### src/rsoz_pkg.sv
`timescale 1ns / 1ps
// ----------------------------------------------------------------------------
// rsoz_pkg
// Shared types and constants for the run/sleep/ozone tick scheduler.
// ----------------------------------------------------------------------------
package rsoz_pkg;

    localparam int CFG_IDX_W = 4;

    typedef logic [CFG_IDX_W-1:0] cfg_idx_t;

    localparam cfg_idx_t REG_USAGE_PERIOD   = 4'd0;
    localparam cfg_idx_t REG_OZONE_INTERVAL = 4'd1;
    localparam cfg_idx_t REG_OZONE_ON       = 4'd2;
    localparam cfg_idx_t REG_OZONE_CYCLE    = 4'd3;
    localparam cfg_idx_t REG_TICKS_PER_MIN  = 4'd4;
    localparam cfg_idx_t REG_MIN_PER_HOUR   = 4'd5;
    localparam cfg_idx_t REG_RUN_HOURS      = 4'd6;
    localparam cfg_idx_t REG_SLEEP_MINUTES  = 4'd7;

    localparam logic [15:0] RST_USAGE_PERIOD   = 16'd35550;
    localparam logic [15:0] RST_OZONE_INTERVAL = 16'd35500;
    localparam logic [15:0] RST_OZONE_ON       = 16'd200;
    localparam logic [15:0] RST_OZONE_CYCLE    = 16'd1800;
    localparam logic [15:0] RST_TICKS_PER_MIN  = 16'd1190;
    localparam logic [7:0]  RST_MIN_PER_HOUR   = 8'd59;
    localparam logic [7:0]  RST_RUN_HOURS      = 8'd8;
    localparam logic [7:0]  RST_SLEEP_MINUTES  = 8'd30;

    typedef struct packed {
        logic [15:0] usage_period_ticks;
        logic [15:0] ozone_interval_ticks;
        logic [15:0] ozone_on_ticks;
        logic [15:0] ozone_cycle_ticks;
        logic [15:0] ticks_per_minute;
        logic [7:0]  minutes_per_hour;
        logic [7:0]  run_hours_limit;
        logic [7:0]  sleep_minutes_limit;
    } rsoz_cfg_t;

    typedef struct packed {
        logic [15:0] usage_tick_count;
        logic [15:0] usage_hour_count;
        logic [15:0] reaction_hour_count;
        logic [15:0] ozone_tick_count;
        logic [15:0] second_count;
        logic [15:0] minute_count;
        logic [15:0] hour_count;
        logic        sleep_mode;
        logic        ozone_cycling;
        logic        ozone_level;
    } rsoz_state_t;

    typedef struct packed {
        logic        ozone_on;
        logic        motor_write;
        logic [7:0]  motor_speed;
        logic        display_off;
        logic        save_request;
        logic [15:0] usage_hours;
        logic [15:0] reaction_hours;
        logic        sleeping;
    } rsoz_result_t;

endpackage

### src/rsoz_step.sv
`timescale 1ns / 1ps
// ----------------------------------------------------------------------------
// rsoz_step
// Next-state and result logic for one tick.
// ----------------------------------------------------------------------------
module rsoz_step
(
    input  rsoz_pkg::rsoz_cfg_t    cfg,
    input  rsoz_pkg::rsoz_state_t  state,
    input  logic                   filter_absent,
    input  logic [7:0]             speed_level,
    output rsoz_pkg::rsoz_state_t  state_next,
    output rsoz_pkg::rsoz_result_t result
);
    import rsoz_pkg::*;

    logic [15:0] ot;
    logic [15:0] sc;
    logic [15:0] ut;
    logic [15:0] uh;
    logic [15:0] rh;
    logic [15:0] mc;
    logic [15:0] hc;
    logic        sm;
    logic        oc;
    logic        ol;
    logic        save;
    logic        mwrite;
    logic        doff;
    logic [7:0]  mspeed;

    always_comb
    begin
        ot     = state.ozone_tick_count + 16'd1;
        sc     = state.second_count + 16'd1;
        ut     = state.usage_tick_count + 16'd1;
        uh     = state.usage_hour_count;
        rh     = state.reaction_hour_count;
        mc     = state.minute_count;
        hc     = state.hour_count;
        sm     = state.sleep_mode;
        oc     = state.ozone_cycling;
        ol     = state.ozone_level;
        save   = 1'b0;
        mwrite = 1'b0;
        doff   = 1'b0;
        mspeed = 8'd0;

        if (ut == cfg.usage_period_ticks)
        begin
            ut   = 16'd0;
            uh   = uh + 16'd1;
            rh   = rh + 16'd1;
            save = 1'b1;
        end

        if (ot == cfg.ozone_interval_ticks && !filter_absent && !sm)
        begin
            ot = 16'd0;
            oc = 1'b1;
            ol = 1'b1;
        end
        if (oc)
        begin
            if (ot == cfg.ozone_on_ticks)
                ol = 1'b0;
            if (ot == cfg.ozone_cycle_ticks)
            begin
                ot = 16'd0;
                ol = 1'b1;
            end
        end

        if (sc == cfg.ticks_per_minute && !filter_absent)
        begin
            sc = 16'd0;
            mc = mc + 16'd1;
            if (mc == {8'd0, cfg.minutes_per_hour} && !sm)
            begin
                mc = 16'd0;
                hc = hc + 16'd1;
                if (hc == {8'd0, cfg.run_hours_limit})
                begin
                    sc     = 16'd0;
                    hc     = 16'd0;
                    sm     = 1'b1;
                    doff   = 1'b1;
                    mwrite = 1'b1;
                    mspeed = 8'd0;
                    oc     = 1'b0;
                    ol     = 1'b0;
                end
            end
            if (mc == {8'd0, cfg.sleep_minutes_limit} && sm)
            begin
                ot     = 16'd0;
                sc     = 16'd0;
                mc     = 16'd0;
                hc     = 16'd0;
                sm     = 1'b0;
                mwrite = 1'b1;
                mspeed = speed_level;
            end
        end

        state_next.usage_tick_count    = ut;
        state_next.usage_hour_count    = uh;
        state_next.reaction_hour_count = rh;
        state_next.ozone_tick_count    = ot;
        state_next.second_count        = sc;
        state_next.minute_count        = mc;
        state_next.hour_count          = hc;
        state_next.sleep_mode          = sm;
        state_next.ozone_cycling       = oc;
        state_next.ozone_level         = ol;

        result.ozone_on       = ol;
        result.motor_write    = mwrite;
        result.motor_speed    = mspeed;
        result.display_off    = doff;
        result.save_request   = save;
        result.usage_hours    = uh;
        result.reaction_hours = rh;
        result.sleeping       = sm;
    end

endmodule

### src/run_sleep_ozone_scheduler_core.sv
`timescale 1ns / 1ps
// ----------------------------------------------------------------------------
// run_sleep_ozone_scheduler_core
// Tick scheduler: usage hours with save request, periodic ozone cycle,
// run/sleep clock driving motor and display.
// ----------------------------------------------------------------------------
// Output: the result is registered and valid in the cycle after the tick request is accepted.
// Throughput: one tick request per cycle; the result register decouples
// the two sides, so input stalls only while a result waits under stall.
// Reset: all counters and flags clear, config registers take their defaults,
// output register empty.
// ----------------------------------------------------------------------------
module run_sleep_ozone_scheduler_core
(
    input  logic                    clk,
    input  logic                    rst_n,

    input  logic                    cfg_valid,
    output logic                    cfg_ready,
    input  rsoz_pkg::cfg_idx_t      cfg_index,
    input  logic [15:0]             cfg_data,

    input  logic                    in_valid,
    output logic                    in_stall,
    input  logic                    filter_absent,
    input  logic [7:0]              speed_level,

    output logic                    out_valid,
    input  logic                    out_stall,
    output logic                    ozone_on,
    output logic                    motor_write,
    output logic [7:0]              motor_speed,
    output logic                    display_off,
    output logic                    save_request,
    output logic [15:0]             usage_hours,
    output logic [15:0]             reaction_hours,
    output logic                    sleeping
);
    import rsoz_pkg::*;

    rsoz_cfg_t    cfg_reg;
    rsoz_state_t  state_reg;
    rsoz_state_t  state_next;
    rsoz_result_t result_next;
    rsoz_result_t result_reg;
    logic         out_valid_reg;
    logic         accept;

    assign cfg_ready = 1'b1;
    assign in_stall  = out_valid_reg & out_stall;
    assign accept    = in_valid & ~in_stall;

    always_ff @(posedge clk or negedge rst_n)
    begin
        if (!rst_n)
        begin
            cfg_reg.usage_period_ticks   <= RST_USAGE_PERIOD;
            cfg_reg.ozone_interval_ticks <= RST_OZONE_INTERVAL;
            cfg_reg.ozone_on_ticks       <= RST_OZONE_ON;
            cfg_reg.ozone_cycle_ticks    <= RST_OZONE_CYCLE;
            cfg_reg.ticks_per_minute     <= RST_TICKS_PER_MIN;
            cfg_reg.minutes_per_hour     <= RST_MIN_PER_HOUR;
            cfg_reg.run_hours_limit      <= RST_RUN_HOURS;
            cfg_reg.sleep_minutes_limit  <= RST_SLEEP_MINUTES;
        end
        else if (cfg_valid && cfg_ready)
        begin
            unique case (cfg_index)
                REG_USAGE_PERIOD:   cfg_reg.usage_period_ticks   <= cfg_data;
                REG_OZONE_INTERVAL: cfg_reg.ozone_interval_ticks <= cfg_data;
                REG_OZONE_ON:       cfg_reg.ozone_on_ticks       <= cfg_data;
                REG_OZONE_CYCLE:    cfg_reg.ozone_cycle_ticks    <= cfg_data;
                REG_TICKS_PER_MIN:  cfg_reg.ticks_per_minute     <= cfg_data;
                REG_MIN_PER_HOUR:   cfg_reg.minutes_per_hour     <= cfg_data[7:0];
                REG_RUN_HOURS:      cfg_reg.run_hours_limit      <= cfg_data[7:0];
                REG_SLEEP_MINUTES:  cfg_reg.sleep_minutes_limit  <= cfg_data[7:0];
                default:            ;
            endcase
        end
    end

    rsoz_step u_step
    (
        .cfg           (cfg_reg),
        .state         (state_reg),
        .filter_absent (filter_absent),
        .speed_level   (speed_level),
        .state_next    (state_next),
        .result        (result_next)
    );

    always_ff @(posedge clk or negedge rst_n)
    begin
        if (!rst_n)
        begin
            state_reg     <= '0;
            out_valid_reg <= 1'b0;
        end
        else
        begin
            if (accept)
            begin
                state_reg     <= state_next;
                out_valid_reg <= 1'b1;
            end
            else if (!out_stall)
            begin
                out_valid_reg <= 1'b0;
            end
        end
    end

    always_ff @(posedge clk)
    begin
        if (accept)
            result_reg <= result_next;
    end

    assign out_valid      = out_valid_reg;
    assign ozone_on       = result_reg.ozone_on;
    assign motor_write    = result_reg.motor_write;
    assign motor_speed    = result_reg.motor_speed;
    assign display_off    = result_reg.display_off;
    assign save_request   = result_reg.save_request;
    assign usage_hours    = result_reg.usage_hours;
    assign reaction_hours = result_reg.reaction_hours;
    assign sleeping       = result_reg.sleeping;

    a_accept_gives_result: assert property (@(posedge clk) disable iff (!rst_n)
        accept |=> out_valid_reg)
        else $error("accepted tick produced no result");

    a_idle_motor_zero: assert property (@(posedge clk) disable iff (!rst_n)
        out_valid_reg && !result_reg.motor_write |-> result_reg.motor_speed == 8'd0)
        else $error("motor speed set without motor write");

    a_blank_has_motor: assert property (@(posedge clk) disable iff (!rst_n)
        out_valid_reg && result_reg.display_off |-> result_reg.motor_write)
        else $error("display blanked without motor command");

    a_sleep_no_ozone: assert property (@(posedge clk) disable iff (!rst_n)
        state_reg.sleep_mode |-> !state_reg.ozone_cycling && !state_reg.ozone_level)
        else $error("ozone active while sleeping");

    a_save_bumps_hours: assert property (@(posedge clk) disable iff (!rst_n)
        accept && result_next.save_request
        |=> state_reg.usage_hour_count == $past(state_reg.usage_hour_count) + 16'd1)
        else $error("save request without usage hour increment");

endmodule
### config.mk
export PLATFORM = sky130hd
export DESIGN_NAME = run_sleep_ozone_scheduler_core
export DESIGN_NICKNAME = d
export VERILOG_FILES = /design/src/rsoz_pkg.sv /design/src/rsoz_step.sv /design/src/run_sleep_ozone_scheduler_core.sv
export SDC_FILE = /design/constraint.sdc
export NUM_CORES = 1
export LEC_CHECK = 0
export ABC_AREA = 1
export BUFFER_PORTS_ARGS = -buffer_cell sky130_fd_sc_hd__buf_2
export CAP_MARGIN = 20
export CORE_MARGIN = 2
export CORE_UTILIZATION = 35
export CTS_CLUSTER_SIZE = 12
export DETAILED_ROUTE_END_ITERATION = 6
export PLACE_DENSITY_LB_ADDON = 0.3
export SKIP_CTS_REPAIR_TIMING = 1
export SYNTH_ARGS = -nofsm -noshare
export SYNTH_HDL_FRONTEND = slang
export SYNTH_SLANG_ARGS = --single-unit
### constraint.sdc
create_clock -name clk -period 5.8 [get_ports clk]
set_input_delay 0.29 -clock clk [delete_from_list [all_inputs] [get_ports clk]]
set_output_delay 0.29 -clock clk [all_outputs]
set_load 0.02 [all_outputs]
Word-level counts from Yosys, hierarchy flattened
Index checks and enable logic that the tools add are counted.
Cells by class
  add/subtract/negate cells: 7
  multiply operators: 0
  div/mod/pow operators: 0
  magnitude comparators: 0
  equality and inequality tests: 16
  shifts and indexed selects: 0
  multiplexer cells: 37
  bitwise operators: 3
  reduce and logical (&&, ||, !) cells: 20
Operator list (count)
  16-bit 2-to-1 mux: 15
  16-bit by 1-bit adder with 16-bit output, second input constant: 7
  16-bit == test: 5
  16-bit by 8-bit == test with 1-bit output: 3
  1-bit 2-to-1 mux: 22
  2-bit AND reduction: 10
  4-bit by 3-bit == test with 1-bit output, second input constant: 4
  4-bit by 2-bit == test with 1-bit output, second input constant: 2
  1-bit logical AND: 5
  4-bit by 1-bit == test with 1-bit output, second input constant: 1
  4-bit zero test: 1
  3-bit AND reduction: 1
  1-bit bitwise AND: 2
  1-bit zero test: 2
  2-bit by 1-bit inequality test with 1-bit output, second input constant: 1
  2-bit nonzero test: 1
  1-bit NOT: 1
Word-level totals
  bits in registers: 265
  bits in latches: 0
  memory bits (writable): 0
  memory bits (read-only): 0
  input bits: 34
  output and inout port bits: 48
  word-level logic and storage cells: 110
  memories kept: 0

Logic depth before layout (Yosys ltp)
Gate-level depths: netlist of the first run.
  word-level depth: 12
  depth in mapped cells: 25
  depth with buffers taken out: 23

Hierarchy
From an unflattened synthesis of the first run, not the netlist that was laid out.
Second synthesis, totals
  cell total of the unflattened synthesis: 2370
  area, all modules: 16768.6 um^2
By module, submodules not included
  run_sleep_ozone_scheduler_core: instances 1, cells an instance 1022, area each 10112.2 um^2, sequential area each 6904.1 um^2
  rsoz_step: instances 1, cells an instance 1348, area each 6656.4 um^2, sequential area each 0.0 um^2

Least setup slack after synthesis of the first run
OpenSTA, ideal clock, no wires.
  kind: reg2reg
  start point: register out_valid_reg (netlist: out_valid)
  end point: register result_reg, in the netlist display_off, enable pin
  library setup time: 0.427 ns
  arrival time: 2.580 ns
  required time: 5.373 ns
  path slack: 2.794 ns
  stages on the path, launching flop included: 6
  buffers on the path: 2
  period minus slack after synthesis: 3.006 ns
  cells stage by stage: dfrtp_1 -> nand2_1 -> inv_1 -> nor2_1 -> clkbuf_1 -> clkbuf_1
On the way
  word-level cells in the longest chain between the ends: 3
Ends and longest elaborated chain
  from (decl): RTL line run_sleep_ozone_scheduler_core.sv:46  | logic out_valid_reg;
  from (signal assigned): RTL line run_sleep_ozone_scheduler_core.sv:97  | out_valid_reg <= 1'b0;
  from (signal assigned): RTL line run_sleep_ozone_scheduler_core.sv:104  | out_valid_reg <= 1'b1;
  from (signal assigned): RTL line run_sleep_ozone_scheduler_core.sv:108  | out_valid_reg <= 1'b0;
  1-bit bitwise AND: RTL line run_sleep_ozone_scheduler_core.sv:50  | assign in_stall = out_valid_reg & out_stall;
  via in_stall: RTL line run_sleep_ozone_scheduler_core.sv:24  | output logic in_stall,
  1-bit NOT: RTL line run_sleep_ozone_scheduler_core.sv:51  | assign accept = in_valid & ~in_stall;
  1-bit bitwise AND: RTL line run_sleep_ozone_scheduler_core.sv:51
  via accept: RTL line run_sleep_ozone_scheduler_core.sv:47  | logic accept;
  to (signal assigned): RTL line run_sleep_ozone_scheduler_core.sv:116  | result_reg <= result_next;
  to (decl): RTL line run_sleep_ozone_scheduler_core.sv:45  | rsoz_result_t result_reg;
The timed path passes the listed nets, and every way through them passes these cells.
A chain may end at the register's enable or synchronous reset.

Worst setup path after layout of the first run
  start point: register state_reg[35] in the netlist's numbering
  end point: register result_reg, in the netlist motor_speed[2] (data pin)
On the way
  word-level cells in the longest chain between the ends: 4
Ends and longest elaborated chain
  from (decl): RTL line run_sleep_ozone_scheduler_core.sv:42  | rsoz_state_t state_reg;
  from (signal assigned): RTL line run_sleep_ozone_scheduler_core.sv:103  | state_reg <= state_next;
  16-bit by 1-bit adder with 16-bit output: RTL line rsoz_step.sv:35  | sc = state.second_count + 16'd1;
  16-bit == test: RTL line rsoz_step.sv:74  | if (sc == cfg.ticks_per_minute && !filter_absent)
  1-bit logical AND: RTL line rsoz_step.sv:74
  2-bit AND reduction (no source line)
Every way passes these cells.

==> impl_metrics.toml, run 1 <==
[synth]
synth_top_area_share = 0.297
yosys_warnings = 0
syn_inst = 2027
yosys-top-cells-area = "dfrtp_1 30%, nand2_1 15%, edfxtp_1 8.8%"
synth_seq_cells = 265
synth_area_sq_um = 15300
syn_avg_cell_area_sq_um = 7.56
synth-async-reset-ratio = 0.830
synth_common_cells = "612 x nand2_1, 246 x inv_1, 193 x o21ai_0"
synth_flop_cell = "dfrtp_1"
synth_edf_count = 45
ys_types = 48
yosysMostFrequentCell = "nand2_1"
synthesis.nets = 2068
yosysTopAreaCell = "dfrtp_1"
ys_seq_area_frac = 0.451

[clock_tree]
clkTransAtPathRegs_ns = 0.06
clk_latency_ns = 0.58
cts_buffers = 30
h-tree-depth = 1
clock_path_buffers = 3
cts.sinks = 265
cts_tree = "yes"
cts-root-buf = "clkbuf_16"

[floorplan]
io-pin-count = 82
initial_core_util = 0.355
die_w_um = 213
core_area_sq_um = 43200
rows = 76
die_y_um = 213
fp.dieArea_sq_um = 45500

[placement]
gp_congestion = 0.900
numPortBuffers = 80
place_hpwl_um = 28100

[timing]
grt_setup_unrepaired = "no"
finalMaxSlewViolations = 0
relSlewSlack = 0.343
fin_crit_sh = 0.705
fin_hold_ws_ns = 0.0179
tightestPinTransition_ns = 0.986
setup_viol = 0
fmax_mhz = 245
timing.setup.tns_ns = 0
period_needed_ns = 4.09
fin_skew_ns = 0.0190
hold_viol = 0

[detailed_routing]
num_vias = 13174
finalWirelength_um = 38500
drt_iter0_markers = 904
firstDrtPassIters = 5
via_per_inst = 4.88
routedWlPerCell_um = 14.3
drcViolationCount = 0
ant_nets = 0

[setup_path]
worst-setup-path-type = "flop to flop"
crit_path_end_kind = "flop"
slowest_stage = "nor2_2"
crit_fanout = 17
required_ns = 6.23
critPathMaxStageDelay_ns = 0.73
cp_cell_sequence = "nand2_1, nor2_1, nand2_1, nor2_2, nand2_1, nor2_2, nand2_1, o21ai_1, nand2_1, nand2_1, nand2_1, nor2_1, nand4_1, nor2_2, nand3_2, nor2_4, inv_2, nor2_1"
crit_top_cell = "nand2_1"
startpoint_type = "flop"
critPathArrivalTime_ns = 4.52

[final_layout]
nNetsFinal = 2133
antenna_cells = 0
fillers = 4477
largest_reg_flops = 115
areaGrowthSynthToFinish_pct = 13.1
drive_gt1_frac = 0.118

[status]
status = "completed"

[global_route]
grt_pass1_vias = 12662
grt_max_degree = 117
grt-ovfl-total = 0
grt_usage = 0.174
antenna_found_initial = 0
grt_pass1_wl_um = 63900

[pwr]
p_leak_uw = 0.00805
p_per_area_nw_per_um2 = 352
ir_drop_mv = 0.209

[worst_hold_path]
min_path_type = "input port to flop"

[run]
maxCapViolCount = 0
worst max-delay path: cells and delay by family, from the launching register on:
| family | cells | cell delay [ns] |
|---|---|---|
| buffers and inverters | 1 | 0.19 |
| AOI/OAI and AO/OA | 1 | 0.17 |
| DFF | 1 | 0.41 |
| and+or+nand+nor | 16 | 3.16 |
area by class of cell:
| type | instances | area (sq um) | area share |
|---|---|---|---|
| clock buffer | 44 | 833 | 0.0481 |
| tap | 585 | 732 | 0.0422 |
| timing repair buffer | 96 | 568 | 0.0328 |
| multi-input combinational | 1436 | 7150 | 0.412 |
| inverter | 263 | 987 | 0.0570 |
| clock inverter | 12 | 158 | 0.00910 |
| sequential | 265 | 6900 | 0.398 |
layout by cell type (no fill, tap or decap), types with 8 or more instances in the layout:
master     synthesis  final
nand4_1           46     46
nor3_1            24     24
clkbuf_16          0     30
a21oi_1           26     26
dfrtp_1          182    182
nand2_1          612    612
o21bai_1          19     19
or2_2             11     11
o21ai_1            9      9
xor2_1            68     68
dfstp_2           38     38
inv_2             14     14
buf_2             10     79
o21ai_0          193    193
nand2_2            8      8
nor2_2            14     14
nand3b_1          23     23
nand3_1          143    142
xnor2_1           19     19
nor4_1            18     18
nor2_4             7      8
nor2_1           142    141
clkbuf_1          41     11
buf_4              4     10
edfxtp_1          45     45
inv_1            246    246
report_power, final:
| group | switching, uW | internal [uW] |
|---|---|---|
| sequential | 297 | 2300 |
| clock | 785 | 1130 |
| combinational | 1000 | 587 |
layer usage:
layer | vias up | routed length [um] | track usage
met3 | 57 | 1710 | 0.0262
met2 | 265 | 18200 | 0.300
met4 | 0 | 874 | 0.0429
met1 | 6206 | 17700 | 0.229
met5 | - | 0 | 0
li1 | 6646 | - | -
worst paths after layout:
path | from | end | slack [ns] | cells past startpoint
min in group asynchronous | rst_n | state_reg[112] | 0.36 | 2
hold reg to reg | cfg_reg[65] | cfg_reg[65] | 0.49 | 2
setup reg to reg | state_reg[35] | motor_speed[2] | 1.71 | 18
setup / recovery | state_reg[35] | motor_speed[2] | 1.71 | 18
hold / removal | speed_level[4] | motor_speed[4] | 0.02 | 3
max in group asynchronous | rst_n | cfg_reg[1] | 4.18 | 4
per-stage QoR:
step                setup slack [ns]  std cells  instance area (sq um)  utilization  total power [uW]
global route                    1.24       2701                  17300        0.401              6540
global placement                1.79       2638                  16200        0.376              4170
detailed placement              1.72       2639                  16300        0.377              4210
floorplan                       2.79       2027                  15300            -              3760
finish                          1.71       2701                  17300        0.401              6100
CTS                             1.71       2695                  17300        0.400              6150
cell families after synthesis:
kind of cell / share of synthesized area
DFF: 0.451
other: 0.000245
buffers and inverters: 0.0836
and+or+nand+nor: 0.312
AOI/OAI and AO/OA: 0.0924
adders and majority gates: 0.00572
xor gates and xnor gates: 0.0556
Note: power is estimated with default switching activity, not from simulation.
==> inputs of run 2 (changes only) <==
==> constraint.sdc (replaced) <==
create_clock -name clk -period 4.05 [get_ports clk]
set_input_delay 0.2025 -clock clk [delete_from_list [all_inputs] [get_ports clk]]
set_output_delay 0.2025 -clock clk [all_outputs]
set_load 0.02 [all_outputs]
==> run 2 against run 1 <==
Compared with the run above: worst hold slack gained 0.017 ns; sequential power grew 43%; clock skew grew 0.0061 ns; routed wire length grew 1.9%; critical path type unchanged; largest power group unchanged.
==> impl_metrics.toml, run 2 (same netlist as run 1, synthesis figures left out) <==
[status]
status = "completed"

[placement]
place_hpwl_um = 28600
numPortBuffers = 80
dp_slack_ns = 0.411
place_area_sq_um = 16400
gp_congestion = 0.950

[run]
maxCapViolCount = 0

[floorplan]
io-pin-count = 82
core_area_sq_um = 43200
fp.dieArea_sq_um = 45500
die_y_um = 213
die_w_um = 213
rows = 76
initial_core_util = 0.355

[detailed_routing]
finalWirelength_um = 39300
via_per_inst = 4.84
ant_nets = 0
dr_wl_met3_um = 1710
met2_length_um = 18600
drt-met1-wl_um = 17900
drt_iter0_markers = 894
drcViolationCount = 0
num_vias = 13203
routedWlPerCell_um = 14.4
dr.max_layer_used = "met4"
firstDrtPassIters = 6

[global_route]
grt_pass1_vias = 12491
grt_usage = 0.174
grt_pass1_wl_um = 63700
antenna_found_initial = 0
grt-ovfl-total = 0
grt_max_degree = 183

[timing]
timing.setup.tns_ns = 0
finalWorstSetupSlack_ns = 0.484
tightestPinTransition_ns = 0.944
fmax_mhz = 280
grt_setup_unrepaired = "no"
relSlewSlack = 0.369
period_needed_ns = 3.57
fin_skew_ns = 0.0250
setup_viol = 0
hold_viol = 0
fin_crit_sh = 0.880
finalMaxSlewViolations = 0

[pwr]
p_leak_uw = 0.00816
p_total_uw = 8670
p_per_area_nw_per_um2 = 494
ir_drop_mv = 0.313

[worst_hold_path]
min_path_type = "input port to flop"

[final_layout]
areaGrowthSynthToFinish_pct = 14.6
finalInstanceArea_sq_um = 17600
final_cell_mix = "612 x nand2_1, 246 x inv_1, 193 x o21ai_0"
final_common_cell = "nand2_1"
largest_reg_flops = 115
antenna_cells = 0
drive_gt1_frac = 0.120
nNetsFinal = 2158

[setup_path]
crit_path_end_kind = "flop"
required_ns = 4.54
slowest_stage = "dfrtp_1"
worst-setup-path-type = "flop to flop"
critPathArrivalTime_ns = 4.06
startpoint_type = "flop"
cp_cell_sequence = "ha_1, nand2_1, nor2_2, nand4_1, nand2_1, nand2_1, nand2_1, nand2_1, nor2_1, nand3_2, buf_4, nand2_1, o21ai_0, nor2_1, nand2_1, nor2_1, nand3_4, nand2_1, nand3_1, nand2_1"
crit_fanout = 18
crit_top_cell = "nand2_1"
crit_buf_inv = 1
crit_family = "simple AND/OR/NAND/NOR gates"
critPathMaxStageDelay_ns = 0.42

[clock_tree]
clock_path_buffers = 3
cts.sinks = 265
clk_latency_ns = 0.57
clkTransAtPathRegs_ns = 0.06
h-tree-depth = 1
cts_buffers = 30
cts_tree = "yes"
cts-root-buf = "clkbuf_16"
run 2: cell types whose count changed in the layout (fill, tap and decap cells not counted), moves of 3 or more:
cell	delta
clkinvlp_4	-3
clkbuf_1	+4
dlygate4sd3_1	+15
buf_4	+7
bufinv_16	-3
buf_12	+3
clkbuf_16	+3
run 2: layout make-up:
class / count / area [sq um]
fillers: 4458 / 25600
multi-input cells: 1436 / 7160
flip-flops and latches: 265 / 6900
inverters: 263 / 987
clock buffers: 51 / 923
repair buffers: 121 / 818
well taps: 585 / 732
clock inverters: 5 / 30.0
run 2: worst reg2reg max path: cells and delay by family, from the launching register on:
family                     cells  cell delay, ns
DFF                            1            0.42
buffers and inverters          1            0.27
and+or+nand+nor               17            2.46
AOI/OAI and AO/OA              1            0.09
adders and majority gates      1            0.25
run 2: worst paths after layout:
| path | start | end | slack, ns | depth (start not counted) |
|---|---|---|---|---|
| min in group asynchronous | rst_n | state_reg[71] | 0.24 | 2 |
| setup reg to reg | state_reg[51] | state_reg[0] | 0.48 | 20 |
| setup / recovery | state_reg[51] | state_reg[0] | 0.48 | 20 |
| hold / removal | cfg_data[8] | cfg_reg[32] | 0.03 | 3 |
| hold reg to reg | cfg_reg[34] | cfg_reg[34] | 0.49 | 2 |
| max in group asynchronous | rst_n | cfg_reg[34] | 2.64 | 3 |
run 2: routing by layer:
metal  vias to the layer above  GRT usage
met5                         -          0
met1                      6161      0.228
met3                        69     0.0257
met2                       278      0.299
li1                       6695          -
met4                         0     0.0503
run 2: through the flow:
| step | cells | utilization | hold slack, ns |
|---|---|---|---|
| 3_3_place_gp | 2649 | 0.379 | 0.289 |
| 4_1_cts | 2706 | 0.402 | -0.302 |
| 3_5_place_dp | 2650 | 0.380 | 0.297 |
| 6_report | 2726 | 0.407 | 0.0347 |
| 5_1_grt | 2726 | 0.407 | 0.0203 |
| 2_1_floorplan | 2027 | - | -0.0931 |
run 2: power breakdown:
group          internal (uW)  leakage, uW  switching, uW
clock network           1540     0.000467           1100
logic                    859      0.00453           1450
registers               3300      0.00316            415
==> inputs of run 3 (changes only) <==
--- a/config.mk
+++ b/config.mk
@@ -6,14 +6,13 @@
 export NUM_CORES = 1
 export LEC_CHECK = 0
 export ABC_AREA = 1
-export BUFFER_PORTS_ARGS = -buffer_cell sky130_fd_sc_hd__buf_2
+export BUFFER_PORTS_ARGS = -buffer_cell sky130_fd_sc_hd__clkbuf_2
 export CAP_MARGIN = 20
 export CORE_MARGIN = 2
 export CORE_UTILIZATION = 35
 export CTS_CLUSTER_SIZE = 12
 export DETAILED_ROUTE_END_ITERATION = 6
 export PLACE_DENSITY_LB_ADDON = 0.3
-export SKIP_CTS_REPAIR_TIMING = 1
 export SYNTH_ARGS = -nofsm -noshare
 export SYNTH_HDL_FRONTEND = slang
 export SYNTH_SLANG_ARGS = --single-unit
==> run 3 against run 2 <==
Compared with the run above: worst hold slack got worse by 0.0080 ns; clock skew decreased by 0.012 ns; critical path depth decreased by 8; utilization decreased by 0.090 points; cell count decreased by 0.18%; clock power increased by 5%; register-to-register slack got worse by 0.02 ns; non-clock buffer count decreased by 5; final area decreased by 0.22%; highest routed layer unchanged.
==> impl_metrics.toml, run 3 (same netlist as run 1, synthesis figures left out) <==
[timing]
tightestPinTransition_ns = 0.982
fin_crit_sh = 0.885
period_needed_ns = 3.58
setup_viol = 0
relSlewSlack = 0.343
fin_hold_ws_ns = 0.0267
hold_viol = 0
timing.setup.tns_ns = 0
fin_skew_ns = 0.0128
fmax_mhz = 279
grt_setup_unrepaired = "no"
finalWorstSetupSlack_ns = 0.465
finalMaxSlewViolations = 0

[floorplan]
die_w_um = 213
rows = 76
core_area_sq_um = 43200
die_y_um = 213
fp.dieArea_sq_um = 45500
initial_core_util = 0.355
io-pin-count = 82

[setup_path]
worst-setup-path-type = "flop to flop"
required_ns = 4.36
cp_cell_sequence = "ha_1, nand4_1, inv_1, nand4_1, o21ai_0, nand4_1, nor3b_1, nand4_1, nor3_2, nand3_1, inv_1, a21oi_2"
cp-startpoint = "state_reg[3]"
r2r_start = "state_reg[3]"
rr_worst_depth = 12
crit_path_end_kind = "flop"
crit_fanout = 9
critPathArrivalTime_ns = 3.89
startpoint_type = "flop"
critPathMaxStageDelay_ns = 0.51
slowest_stage = "nand4_1"
crit_top_cell = "nand4_1"

[clock_tree]
clock_path_buffers = 3
h-tree-depth = 1
clk_latency_ns = 0.57
cts_buffers = 30
cts_setup_buffers = 0
clkTransAtPathRegs_ns = 0.06
cts-root-buf = "clkbuf_16"
cts_tree = "yes"
cts.sinks = 265

[final_layout]
drive_gt1_frac = 0.119
nNetsFinal = 2153
fin_util = 0.406
largest_reg_flops = 115
final_common_cell = "nand2_1"
final_cell_mix = "612 x nand2_1, 246 x inv_1, 193 x o21ai_0"
final_cells = 2721
antenna_cells = 0
areaGrowthSynthToFinish_pct = 14.3

[global_route]
grt_pass1_wl_um = 65200
grt-ovfl-total = 0
grt_max_degree = 98
grt_pass1_vias = 12901
grt_usage = 0.178
antenna_found_initial = 0

[worst_hold_path]
min_path_type = "input port to flop"
min_from = "cfg_data[10]"
min_path_cells = 3

[pwr]
netSwitchingFraction = 0.338
pwr-share-comb = 0.261
pwr-share-seq = 0.423
pwr-share-clk = 0.316
p_switching_uw = 2980
p_int_uw = 5820
p_per_area_nw_per_um2 = 502
ir_drop_mv = 0.313
p_leak_uw = 0.00816

[placement]
numPortBuffers = 80
gp_congestion = 0.915
place_hpwl_um = 28700
dp_slack_ns = 0.359
place_inst = 2646

[detailed_routing]
firstDrtPassIters = 5
drt_iter0_markers = 1064
routedWlPerCell_um = 14.5
via_per_inst = 4.87
ant_nets = 0
num_vias = 13257
finalWirelength_um = 39500
drcViolationCount = 0

[run]
maxCapViolCount = 0

[status]
status = "completed"
-- run 3: critical path, delay by kind of cell (launching register included) --
kind	cells	cell delay, ns
flip-flops	1	0.42
AND/OR/NAND/NOR	7	2.00
adder cells (fa/ha/maj)	1	0.24
AO/OA/AOI/OAI	2	0.40
buffers and inverters	2	0.28
-- run 3: path summary, 6_finish.rpt --
path / slack (ns) / endpoint
worst min register to register: 0.48 / state_reg[0]
max in group asynchronous: 2.72 / cfg_reg[19]
worst max register to register: 0.47 / ozone_on
min in group asynchronous: 0.26 / state_reg[69]
worst max-delay path: 0.47 / ozone_on
worst min-delay path: 0.03 / cfg_reg[34]
-- run 3: per-layer routing --
metal | vias to the layer above | global-route usage | part of all wire
met1 | 6259 | 0.234 | 0.46
met5 | - | 0 | 0
met2 | 257 | 0.307 | 0.47
met3 | 58 | 0.0210 | 0.041
met4 | 0 | 0.0500 | 0.026
li1 | 6683 | - | -
-- run 3: final cells by class --
| class | count | area (sq um) |
|---|---|---|
| clock inverters | 8 | 115 |
| multi-input cells | 1436 | 7150 |
| repair buffers | 116 | 741 |
| clock buffers | 48 | 880 |
| flip-flops and latches | 265 | 6900 |
| fillers | 4481 | 25700 |
| inverters | 263 | 987 |
| well taps | 585 | 732 |
-- run 3: timing repair --
item	4_1_cts	5_1_grt
endpoints found under the hold margin	112	0
resized for setup	0	1
hold buffers	19	0
endpoints found under the setup margin	0	2
-- run 3: through the flow --
stage	total power (uW)	cell area (sq um)
detailed placement	6040	16300
global route	9400	17500
CTS	8880	17500
floorplan	5390	15300
global placement	5980	16300
finish	8800	17500
-- run 3: power by group through the flow --
| stage | Clock (uW) | Sequential (uW) | Combinational [uW] |
|---|---|---|---|
| global route | 2960 | 3800 | 2650 |
| finish | 2780 | 3720 | 2290 |
| CTS | 2850 | 3720 | 2310 |
| floorplan | 0 | 3700 | 1690 |
| detailed placement | 0 | 3760 | 2280 |
| global placement | 0 | 3750 | 2230 |
